[src/rtl/hdr_half_float_to_srgb8_pixel_assert.svh]
// Assertion macros used by the top-level pixel converter.
`ifndef HDR_HALF_FLOAT_TO_SRGB8_PIXEL_ASSERT_SVH
`define HDR_HALF_FLOAT_TO_SRGB8_PIXEL_ASSERT_SVH

// Condition that must hold at every clock edge out of reset.
`define HFS_ASSERT_ALWAYS(lbl, cond, msg) \
	lbl: assert property (@(posedge clk) disable iff (!arst_n) (cond)) else $error(msg);

// Condition that must hold whenever a trigger is seen.
`define HFS_ASSERT_IMPLY(lbl, pre, post, msg) \
	lbl: assert property (@(posedge clk) disable iff (!arst_n) (pre) |-> (post)) else $error(msg);

`endif

[src/rtl/hfs_pkg.sv]
// Shared types, constants and threshold functions for the pixel converter.
package hfs_pkg;

	localparam int LINEAR_FRAC_BITS_DEF = 16;
	localparam int CODE_W               = 16;
	localparam int BYTE_W               = 8;
	localparam int GAIN_W               = 17;
	localparam int HALF_MANT_W          = 11;
	localparam int CFG_IDX_W            = 8;
	localparam int SRGB_STAGES          = 8;
	localparam int NUM_LANES            = 3;
	localparam logic [GAIN_W-1:0] GAIN_RESET = 17'd26214;

	typedef enum logic [CFG_IDX_W-1:0] {
		CFG_FLOAT_INPUT = 8'd0,
		CFG_WHITE_GAIN  = 8'd1
	} cfg_idx_t;

	typedef struct packed {
		logic [CODE_W-1:0] red_code;
		logic [CODE_W-1:0] green_code;
		logic [CODE_W-1:0] blue_code;
	} in_pixel_t;

	typedef struct packed {
		logic [BYTE_W-1:0] red_byte;
		logic [BYTE_W-1:0] green_byte;
		logic [BYTE_W-1:0] blue_byte;
	} out_pixel_t;

	// Result known early (byte mode, zero, NaN, infinity, negatives).
	typedef struct packed {
		logic              fixed;
		logic [BYTE_W-1:0] val;
	} lane_side_t;

	// Exact test: linear t / 2^fb reaches the decision point of byte k (k > 10).
	function automatic logic srgb_reaches(input logic [31:0] t, input int k, input int fb);
		logic [383:0] a;
		logic [383:0] b;
		a = 384'd1;
		for (int i = 0; i < 5; i++) a = a * 384'(t);
		for (int i = 0; i < 12; i++) a = a * 384'(10761);
		b = 384'd1;
		for (int i = 0; i < 12; i++) b = b * 384'(40 * k + 541);
		b = b << (5 * fb);
		return a >= b;
	endfunction

	// Smallest linear code that encodes to byte k or above.
	function automatic logic [31:0] srgb_thresh(input int k, input int fb);
		longint      num;
		logic [31:0] t;
		real         r;
		if (k == 0) return 32'd0;
		if (k <= 10) begin
			num = longint'((2 * k - 1) * 100) << fb;
			return 32'((num + 64'd658919) / 64'd658920);
		end
		r = (real'(40 * k + 541) / 10761.0) ** 2.4;
		r = r * (2.0 ** fb);
		t = 32'($rtoi(r));
		for (int i = 0; i < 4; i++)
			if (!srgb_reaches(t, k, fb)) t = t + 32'd1;
		for (int i = 0; i < 4; i++)
			if (t != 32'd0 && srgb_reaches(t - 32'd1, k, fb)) t = t - 32'd1;
		return t;
	endfunction

endpackage

[src/rtl/hfs_fifo.sv]
// Result buffer that absorbs every pixel in flight when the sink stalls.
module hfs_fifo import hfs_pkg::*; #(
	parameter int DEPTH = 32
) (
	input  logic                       clk,
	input  logic                       arst_n,
	input  logic                       wr,
	input  out_pixel_t                 wdata,
	input  logic                       rd,
	output out_pixel_t                 rdata,
	output logic                       empty,
	output logic [$clog2(DEPTH+1)-1:0] cnt
);
	localparam int PTRW = $clog2(DEPTH);
	localparam int CNTW = $clog2(DEPTH + 1);

	out_pixel_t      mem [DEPTH];
	logic [PTRW-1:0] wr_ptr_q;
	logic [PTRW-1:0] rd_ptr_q;
	logic [CNTW-1:0] cnt_q;
	logic            do_rd;

	assign do_rd = rd && (cnt_q != '0);

	always_ff @(posedge clk) begin
		if (wr) mem[wr_ptr_q] <= wdata;
	end

	always_ff @(posedge clk or negedge arst_n) begin
		if (!arst_n) begin
			wr_ptr_q <= '0;
			rd_ptr_q <= '0;
			cnt_q    <= '0;
		end else begin
			if (wr) wr_ptr_q <= (wr_ptr_q == PTRW'(DEPTH - 1)) ? '0 : wr_ptr_q + PTRW'(1);
			if (do_rd) rd_ptr_q <= (rd_ptr_q == PTRW'(DEPTH - 1)) ? '0 : rd_ptr_q + PTRW'(1);
			cnt_q <= cnt_q + CNTW'(wr) - CNTW'(do_rd);
		end
	end

	assign rdata = mem[rd_ptr_q];
	assign empty = (cnt_q == '0);
	assign cnt   = cnt_q;

endmodule

[config.mk]
export PLATFORM = sky130hd
export DESIGN_NAME = hfs_fifo
export DESIGN_NICKNAME = d
export VERILOG_FILES = /design/src/rtl/hdr_half_float_to_srgb8_pixel_assert.svh /design/src/rtl/hfs_pkg.sv /design/src/rtl/hfs_fifo.sv
export SDC_FILE = /design/constraint.sdc
export NUM_CORES = 1
export LEC_CHECK = 0
export BUFFER_PORTS_ARGS = -buffer_cell sky130_fd_sc_hd__buf_2
export CORE_MARGIN = 10
export CORE_UTILIZATION = 65
export DETAILED_ROUTE_END_ITERATION = 16
export GPL_ROUTABILITY_DRIVEN = 1
export PLACE_DENSITY = 0.84
export SLEW_MARGIN = 20
export SYNTH_ARGS = -nofsm -noshare
export SYNTH_HDL_FRONTEND = slang
export SYNTH_SLANG_ARGS = --single-unit
export TNS_END_PERCENT = 1
[constraint.sdc]
create_clock -name clk -period 6.5 [get_ports clk]
set_input_delay 0.65 -clock clk [delete_from_list [all_inputs] [get_ports clk]]
set_output_delay 0.65 -clock clk [all_outputs]
set_load 0.02 [all_outputs]
Word-level counts from Yosys, hierarchy flattened
Memories as Yosys holds them, arrays and structs flattened.
Cells that the tools add are included.
{"block": "totals", "ram_bits": 768, "ff_bits": 16, "word_cells": 17, "output_inout_bits": 31, "n_memories": 1}
{"block": "classes", "reduce_logical": 3, "mux": 4, "add_sub_neg": 4, "n_eq_ne": 2}
{"memory": "mem", "depth": 32, "word_bits": 24, "rd": 1, "rd_ports_with_merged_regs": 0, "wr": 1, "line": "hfs_fifo.sv:17", "text": "out_pixel_t mem [DEPTH];"}
{"cell": "$add 5x1->5 const B", "n": 2}
{"cell": "$eq 5x5->1 const B", "n": 2}
{"cell": "$mux 5", "n": 2}
{"cell": "$add 6x1->6", "n": 1}
{"cell": "$logic_not 6->1", "n": 1}
{"cell": "$reduce_bool 6->1", "n": 1}
{"cell": "$sub 6x1->6", "n": 1}
{"cell": "$mux 1", "n": 2}
{"cell": "$logic_and 1x1->1", "n": 1}

Depth between registers and ports, before layout
Gate-level depths: netlist of run 1.
{"block": "logic_depth", "ltp_word": 3, "depth_mapped": 14, "depth_no_buf": 14}

Worst setup path before layout of run 1
No wires, ideal clock.
{"block": "synth_timing", "path_kind": "register to register", "start": "register cnt_q[4] (netlist: cnt[4])", "end": "register cnt_q[4] (netlist: cnt[4])", "t_arrival_ns": 3.215, "required_time_ns": 6.421, "n_path_buf": 0, "setup_slack_ns": 3.206, "setup_ns": 0.079, "path_stages_with_launch": 15, "period_less_slack_ns": 3.294, "path_cell_list": "dfrtp_1 inv_1 ha_1 nor4bb_1 nand2b_1 inv_1 ha_1 inv_1 ha_1 inv_1 fa_1 inv_1 a21oi_1 o21ai_0 xor2_1"}
{"block": "synth_via", "elab_chain_cells": 3, "elab_cells_between_ends": 4, "cone_classes": "2 x add/sub; 2 x reduce/logical"}
{"item": "start: declaration", "line": "hfs_fifo.sv:20", "text": "logic [CNTW-1:0] cnt_q;"}
{"item": "start signal: assignment", "line": "hfs_fifo.sv:37", "text": "cnt_q <= cnt_q + CNTW'(wr) - CNTW'(do_rd);"}
{"item": "$reduce_bool 6->1", "line": "hfs_fifo.sv:23", "text": "assign do_rd = rd && (cnt_q != '0);"}
{"item": "$logic_and 1x1->1", "line": "hfs_fifo.sv:23"}
{"item": "via do_rd", "line": "hfs_fifo.sv:21", "text": "logic do_rd;"}
{"item": "$sub 6x1->6", "line": "hfs_fifo.sv:37"}
The timed path passes the listed nets, and every way through them passes these cells.
A chain may end at the register's enable or synchronous reset.

==> summary.txt, run 1 <==
Pwr
  – Power density relative to cell area: 415 nW/um^2
  – Net switching fraction of the power: 32.0%
  – Net Sw Power: 4.49 mW
  – Leak pwr: 10.8 nW
  – Share of power burned in registers: 43.6%
  – Clock power share: 29.3%
  – Internal power: 9.53 mW
  – Comb power frac: 27.1%
  – Total power: 14.0 mW
  – Maximum vdd drop: 0.346 mV

Yosys
  – Per-instance average area after synthesis: 21.4 um^2
  – Flops & latches, synth: 784
  – Yosys warning count: 0
  – Gate Count Post-Synth: 1,406
  – Netlist area before placement: 30,200 um^2
  – Proportion of synthesized chip area in sequential cells: 77.8%
  – Distinct cell type count of the synthesized netlist: 40
  – Net count of the mapped netlist: 1,450

Clock network
  – Clock Tree Root: sky130_fd_sc_hd__clkbuf_16
  – Clock insertion delay at the later pin of the skew report: 0.63 ns
  – Clock transition at the register clock pins on the worst setup and hold paths after CTS: 0.06 ns
  – Number of hold-repair buffers added at the cts stage: 1
  – Post_cts resized: 0
  – Clock buffers created by TritonCTS: 74
  – Clock net sink count: 784
  – CTS HTree Levels: 3
  – Setup bufs post-CTS: 0
  – Maximum buffer depth of the clock tree: 3
  – TritonCTS clock tree: built

Placed design
  – Port-buffer cells: 58
  – Total placed instance area: 31,300 um^2
  – HPWL after detailed placement: 40.7 mm
  – Routability congestion estimate from global placement: 0.816

Final layout
  – Number of fill cells: 2,232
  – Fraction of layout cells with a size suffix above 1: 24.3%
  – Total non-filler cell area in the finished layout: 33,800 um^2
  – Fin nets: 1,550
  – Signed area change from the synthesized netlist to the final layout: 12.1%

Worst setup path
  – Setup Crit Path Kind: reg -> out
  – Cell with the largest stage delay on the worst path: sky130_fd_sc_hd__dfrtp_2
  – Data arrival time of the worst path: 4.34 ns
  – Worst Path Max Fanout: 36
  – Most frequent cell on the critical path: sky130_fd_sc_hd__buf_4
  – Nature of the critical path startpoint: flop
  – Delay of the slowest cell on the worst path: 0.91 ns
  – Type of element capturing the critical path: output port
  – Cells along the critical path: buf_4 > nor2b_4 > buf_4 > a22oi_1 > a21oi_1 > buf_2
  – Required time reported for the critical path endpoint: 5.85 ns

GRT
  – Most crowded layer after global routing: met2
  – Met2 usage: 44.3%
  – Overall Global Routing Usage: 27.9%
  – Initial antenna violation count: 10
  – First-pass GRT wire length: 114 mm
  – Global routing met1 resource utilization: 35.8%
  – Vias in the first global route: 16,400
  – Pin count of the biggest net entering global routing: 78
  – Met3 usage: 8.20%
  – Grt ovf: 0

Routing
  – Number of remaining DRC errors: 0
  – Total number of vias: 16,100
  – Drt first pass iters: 6
  – Routed Antenna Nets: 0
  – Mean number of vias per cell: 7.42
  – Violation count after the first detailed-route iteration: 2,883
  – Total routed wirelength: 80.7 mm
  – Average wire per standard cell: 37.2 um

Floorplanning
  – DIE WIDTH: 235 um
  – Die boundary height: 235 um
  – CORE AREA: 45,600 um^2
  – Starting Density: 66.2%
  – Ports: 59
  – Std cell rows: 78
  – DIE AREA: 55,400 um^2

STA
  – Transition at the pin with the smallest max-transition slack: 1.11 ns
  – Final critical-path required period: 4.99 ns
  – Worst clock skew on the final layout: 0.0302 ns
  – Number of setup violations in the final report: 0
  – Relative slew slack: 25.6%
  – Hold Vio Cnt, Final: 0
  – Setup repair after global routing missed its margin: no
  – Final Max Tran Viols: 0
  – Maximum clock rate: 200 MHz
  – Worst Hold Margin: 0.428 ns
  – Final period util: 76.7%
  – Setup Total Neg Slack: 0 ns

Status
  – Run status: completed

Run
  – Maximum capacitance violations: 0

Min path
  – Class of the tightest hold or removal check: in -> reg
==> state kept, by name, indices dropped and copies added, names as in the netlist <==
signal	cells
wr_ptr_q	5
cnt	6
mem	768
rd_ptr_q	5
==> stage by stage <==
| stage | instances | util [%] | worst slack (ns) |
|---|---|---|---|
| detailed placement | 2018 | 68.6 | 2.42 |
| global route | 2164 | 74.2 | 1.57 |
| floorplan | 1406 | - | 3.21 |
| CTS | 2151 | 73.5 | 1.74 |
| global placement | 2018 | 68.6 | 2.46 |
| finish | 2169 | 74.2 | 1.51 |
==> cell usage after synthesis <==
cell type                  count  area (um^2)
sky130_fd_sc_hd__a21oi_1      50          250
sky130_fd_sc_hd__mux2_2        2         22.5
sky130_fd_sc_hd__or4b_1        2         20.0
sky130_fd_sc_hd__clkbuf_1     40          150
sky130_fd_sc_hd__o2111a_1      1         11.3
sky130_fd_sc_hd__nor3b_1       2         15.0
sky130_fd_sc_hd__a32o_1        1         10.0
sky130_fd_sc_hd__nand3b_1      4         30.0
sky130_fd_sc_hd__o21ai_0       8         40.0
sky130_fd_sc_hd__mux4_2      144         3240
sky130_fd_sc_hd__mux2i_1      96          961
sky130_fd_sc_hd__a31oi_1       1         6.26
sky130_fd_sc_hd__a211oi_1     25          188
sky130_fd_sc_hd__fa_1          1         20.0
sky130_fd_sc_hd__nor2_1       27          101
sky130_fd_sc_hd__buf_6         6         67.6
sky130_fd_sc_hd__nand2b_1      3         18.8
sky130_fd_sc_hd__a211o_1       1         8.76
sky130_fd_sc_hd__nor2b_1       2         12.5
sky130_fd_sc_hd__edfxtp_1    768        23100
sky130_fd_sc_hd__nand2_1      11         41.3
sky130_fd_sc_hd__a22o_1       24          210
sky130_fd_sc_hd__buf_1         1         3.75
sky130_fd_sc_hd__and3_1        2         12.5
sky130_fd_sc_hd__a311oi_1      2         17.5
sky130_fd_sc_hd__nand3_1       6         30.0
sky130_fd_sc_hd__ha_1         15          188
sky130_fd_sc_hd__xnor2_1       1         8.76
sky130_fd_sc_hd__nor3_1       13         65.1
sky130_fd_sc_hd__inv_1        19         71.3
sky130_fd_sc_hd__o221ai_1     47          412
sky130_fd_sc_hd__buf_2        14         70.1
sky130_fd_sc_hd__dfrtp_1      16          400
sky130_fd_sc_hd__a22oi_1      23          173
sky130_fd_sc_hd__a21o_1        3         22.5
sky130_fd_sc_hd__nor4bb_1      1         10.0
sky130_fd_sc_hd__or3_1         1         6.26
sky130_fd_sc_hd__buf_4        20          150
sky130_fd_sc_hd__xor2_1        2         17.5
sky130_fd_sc_hd__o22ai_1       1         6.26
==> placed cells by master (no fill, tap or decap), types with 10 or more instances in the layout <==
| master | netlist | final |
|---|---|---|
| sky130_fd_sc_hd__a211oi_1 | 25 | 25 |
| sky130_fd_sc_hd__a21oi_1 | 50 | 50 |
| sky130_fd_sc_hd__a22o_1 | 24 | 24 |
| sky130_fd_sc_hd__a22oi_1 | 23 | 23 |
| sky130_fd_sc_hd__buf_2 | 14 | 58 |
| sky130_fd_sc_hd__buf_4 | 20 | 33 |
| sky130_fd_sc_hd__clkbuf_1 | 40 | 22 |
| sky130_fd_sc_hd__clkbuf_16 | 0 | 78 |
| sky130_fd_sc_hd__clkinv_1 | 0 | 19 |
| sky130_fd_sc_hd__dfrtp_1 | 16 | 13 |
| sky130_fd_sc_hd__edfxtp_1 | 768 | 768 |
| sky130_fd_sc_hd__ha_1 | 15 | 15 |
| sky130_fd_sc_hd__inv_1 | 19 | 19 |
| sky130_fd_sc_hd__mux2i_1 | 96 | 96 |
| sky130_fd_sc_hd__mux4_2 | 144 | 144 |
| sky130_fd_sc_hd__nand2_1 | 11 | 11 |
| sky130_fd_sc_hd__nor2_4 | 0 | 14 |
| sky130_fd_sc_hd__nor3_2 | 0 | 10 |
| sky130_fd_sc_hd__o221ai_1 | 47 | 47 |
==> layer usage <==
layer	vias up	wire (um)	part of all wire [%]
met4	8	4210	5.2
li1	6134	-	-
met1	8053	26200	32
met2	1598	38500	48
met5	-	40	0.050
met3	307	11800	15
==> final timing paths <==
path                        startpoint           to  slack, ns  cells past startpoint
min                                 wr  wr_ptr_q[0]       0.43                      3
max in group asynchronous       arst_n  rd_ptr_q[0]       5.67                      2
max reg2reg                     cnt[4]       cnt[4]       3.39                     14
min in group asynchronous       arst_n  rd_ptr_q[4]       0.49                      2
max                        rd_ptr_q[1]    rdata[12]       1.51                      6
min reg2reg                rd_ptr_q[4]  rd_ptr_q[4]       0.64                      2
==> critical path: cells and delay by family, from the launching register on <==
| family | cells | cell delay (ns) |
|---|---|---|
| DFF | 1 | 0.91 |
| and+or+nand+nor | 1 | 0.77 |
| AOI/OAI and AO/OA | 2 | 0.57 |
| buffers and inverters | 3 | 1.41 |
==> power by group through the flow <==
stage	logic [mW]	registers (mW)	clock network (mW)
2_1_floorplan	2.48	6.03	0
3_3_place_gp	3.52	6.15	0
3_5_place_dp	3.62	6.18	0
4_1_cts	3.70	6.09	4.09
5_1_grt	3.92	6.12	4.29
6_report	3.80	6.11	4.11
==> kinds of logic (layout without fill, tap and decap cells) <==
kind of cell    Yosys count  after routing  share of synthesized area (%)
mux                     242            242                           14.0
other cells               0              7                              0
fa+ha+maj                16             16                          0.689
simple gates             74             74                           1.20
buf+inv                 100            256                           1.70
flops                   784            784                           77.8
xor+xnor                  3              3                         0.0872
compound gates          187            187                           4.49
==> layout make-up <==
type	instances	area [um^2]	area share, %
Tap cell	600	751	2.22
Inverter	19	71.3	0.211
Timing Repair Buffer	105	868	2.57
Clock inverter	31	195	0.577
Antenna cell	7	17.5	0.0518
Clock buffer	101	2050	6.06
Sequential cell	784	23500	69.4
Multi-Input combinational cell	522	6380	18.9
(Power assumes the default switching activity.)
==> run 2: changes to the inputs <==
--- a/config.mk
+++ b/config.mk
@@ -7,10 +7,10 @@
 export LEC_CHECK = 0
 export BUFFER_PORTS_ARGS = -buffer_cell sky130_fd_sc_hd__buf_2
 export CORE_MARGIN = 10
-export CORE_UTILIZATION = 65
+export CORE_UTILIZATION = 62
 export DETAILED_ROUTE_END_ITERATION = 16
 export GPL_ROUTABILITY_DRIVEN = 1
-export PLACE_DENSITY = 0.84
+export PLACE_DENSITY = 0.81
 export SLEW_MARGIN = 20
 export SYNTH_ARGS = -nofsm -noshare
 export SYNTH_HDL_FRONTEND = slang
==> constraint.sdc (replaced) <==
create_clock -name clk -period 4.65 [get_ports clk]
set_input_delay 0.465 -clock clk [delete_from_list [all_inputs] [get_ports clk]]
set_output_delay 0.465 -clock clk [all_outputs]
set_load 0.02 [all_outputs]
==> run 2 against run 1 <==
First-iteration DRC count shrank 16%; setup slack lost 1.0 ns; sequential share of layout area shrank 0.27 points; core utilization shrank 3.4 points; hold slack lost 0.18 ns; register-to-register slack lost 1.9 ns; power grew 40%; clock-buffer cell count shrank 2; via count shrank 2.9%; clock power grew 42%; die area grew 4.4%; sequential cell count is the same; critical path type unchanged; largest power group unchanged.
==> summary.txt, run 2 (synthesis results as in run 1) <==
Pwr
  – Clock power share: 29.7%
  – Power density relative to cell area: 579 nW/um^2
  – Leak pwr: 10.9 nW
  – Share of power burned in registers: 43.3%
  – Internal power: 13.5 mW
  – Comb power frac: 27.0%
  – Net switching fraction of the power: 31.1%
  – Net Sw Power: 6.11 mW
  – Maximum vdd drop: 0.497 mV

Floorplanning
  – Starting Density: 62.9%
  – DIE WIDTH: 241 um
  – CORE AREA: 47,900 um^2
  – Die boundary height: 241 um
  – Std cell rows: 80
  – Ports: 59
  – DIE AREA: 57,900 um^2

STA
  – Setup Total Neg Slack: 0 ns
  – Relative slew slack: 23.8%
  – Setup repair after global routing missed its margin: no
  – Transition at the pin with the smallest max-transition slack: 1.14 ns
  – Number of setup violations in the final report: 0
  – Final period util: 90.0%
  – Worst-case setup margin in the final layout: 0.463 ns
  – Worst clock skew on the final layout: 0.0180 ns
  – Final Max Tran Viols: 0
  – Hold Vio Cnt, Final: 0
  – Final critical-path required period: 4.19 ns
  – Maximum clock rate: 239 MHz
  – Worst Hold Margin: 0.249 ns

GRT
  – Global routing met1 resource utilization: 35.6%
  – Pin count of the biggest net entering global routing: 56
  – Initial antenna violation count: 3
  – Most crowded layer after global routing: met2
  – Grt ovf: 0
  – Vias in the first global route: 16,000
  – Met3 usage: 7.48%
  – First-pass GRT wire length: 110 mm
  – Overall Global Routing Usage: 26.6%
  – Met2 usage: 41.7%

Clock network
  – Clock Tree Root: sky130_fd_sc_hd__clkbuf_16
  – Clock buffers created by TritonCTS: 75
  – CTS HTree Levels: 3
  – Clock insertion delay at the later pin of the skew report: 0.60 ns
  – Clock net sink count: 784
  – Clock transition at the register clock pins on the worst setup and hold paths after CTS: 0.06 ns
  – TritonCTS clock tree: built
  – Maximum buffer depth of the clock tree: 3

Routing
  – Routed Antenna Nets: 0
  – Violation count after the first detailed-route iteration: 2,434
  – Drt first pass iters: 5
  – Number of remaining DRC errors: 0
  – Total number of vias: 15,600
  – Average wire per standard cell: 34.3 um
  – Mean number of vias per cell: 7.12
  – Total routed wirelength: 75.2 mm

Run
  – Maximum capacitance violations: 0

Worst setup path
  – Data arrival time of the worst path: 3.72 ns
  – Required time reported for the critical path endpoint: 4.18 ns
  – R2R cell count: 14
  – Setup slack of the most critical reg-to-reg path: 1.53 ns
  – Nature of the critical path startpoint: flop
  – Worst Path Max Fanout: 46
  – Type of element capturing the critical path: output port
  – Setup Crit Path Kind: reg -> out

Final layout
  – Most frequent cells in the layout: sky130_fd_sc_hd__edfxtp_1, sky130_fd_sc_hd__mux4_2, sky130_fd_sc_hd__mux2i_1
  – Fraction of layout cells with a size suffix above 1: 25.2%
  – Final Util: 70.8%
  – Largest Register: mem
  – Signed area change from the synthesized netlist to the final layout: 12.5%
  – Antenna cell count: 0
  – Fin nets: 1,567
  – Commonest non-fill, non-tap cell in the layout: sky130_fd_sc_hd__edfxtp_1
  – Number of fill cells: 2,619
  – Number of flip-flops under the largest register name: 768

Min path
  – Class of the tightest hold or removal check: in -> reg
  – Number of cells on the worst hold path: 3

Placed design
  – HPWL after detailed placement: 40.8 mm
  – Routability congestion estimate from global placement: 0.797
  – Port-buffer cells: 58
  – Post-placement worst setup slack: 1.06 ns

Status
  – Run status: completed
[run 2: what timing repair did]
| action | 4_1_cts | 5_1_grt |
|---|---|---|
| resized for setup | 0 | 0 |
| endpoints found under the setup margin | 0 | 0 |
| setup buffers | 0 | 0 |
| hold endpoints to repair | 16 | 0 |
| hold buffers | 1 | 0 |
[run 2: power groups by stage]
stage          sequential, mW  combinational [mW]  clock (mW)
2_1_floorplan            8.43                3.47           0
3_3_place_gp             8.60                5.03           0
3_5_place_dp             8.64                5.16           0
4_1_cts                  8.51                5.26        5.86
5_1_grt                  8.54                5.54        6.15
6_report                 8.51                5.29        5.84
[run 2: worst paths after layout]
check                                    to        start
max in group asynchronous       rd_ptr_q[2]       arst_n
worst max-delay path              rdata[16]  rd_ptr_q[0]
min in group asynchronous            cnt[1]       arst_n
worst min register to register  wr_ptr_q[1]  wr_ptr_q[1]
worst min-delay path            wr_ptr_q[0]           wr
worst max register to register       cnt[4]       cnt[4]
[run 2: final cells by class]
type / instances / area [um^2] / area share (%)
inverters: 19 / 71.3 / 0.210
clock buffers: 99 / 2030 / 5.98
clock inverters: 34 / 285 / 0.841
flip-flops and latches: 784 / 23500 / 69.2
repair buffers: 121 / 941 / 2.77
multi-input cells: 522 / 6370 / 18.8
well taps: 615 / 769 / 2.27
[run 2: routing by layer]
metal | vias to the layer above | part of all wire [%]
li1 | 6162 | -
met1 | 8036 | 35
met2 | 1231 | 48
met3 | 197 | 13
met4 | 4 | 3.6
met5 | - | 0.025
[run 2: through the flow]
stage	area (um^2)	cells	total power, mW
2_1_floorplan	30200	1406	11.9
3_3_place_gp	31500	2054	13.6
3_5_place_dp	31500	2056	13.8
4_1_cts	33800	2190	19.6
5_1_grt	33900	2194	20.2
6_report	33900	2194	19.6
[run 2: critical path, cell delays in order, from the launching register on]
cell	delay, ns
sky130_fd_sc_hd__dfrtp_4	0.98
sky130_fd_sc_hd__buf_12	0.40
sky130_fd_sc_hd__buf_4	0.44
sky130_fd_sc_hd__mux2i_1	0.23
sky130_fd_sc_hd__o221ai_1	0.15
sky130_fd_sc_hd__a211oi_1	0.47
sky130_fd_sc_hd__a21oi_1	0.15
sky130_fd_sc_hd__buf_2	0.20
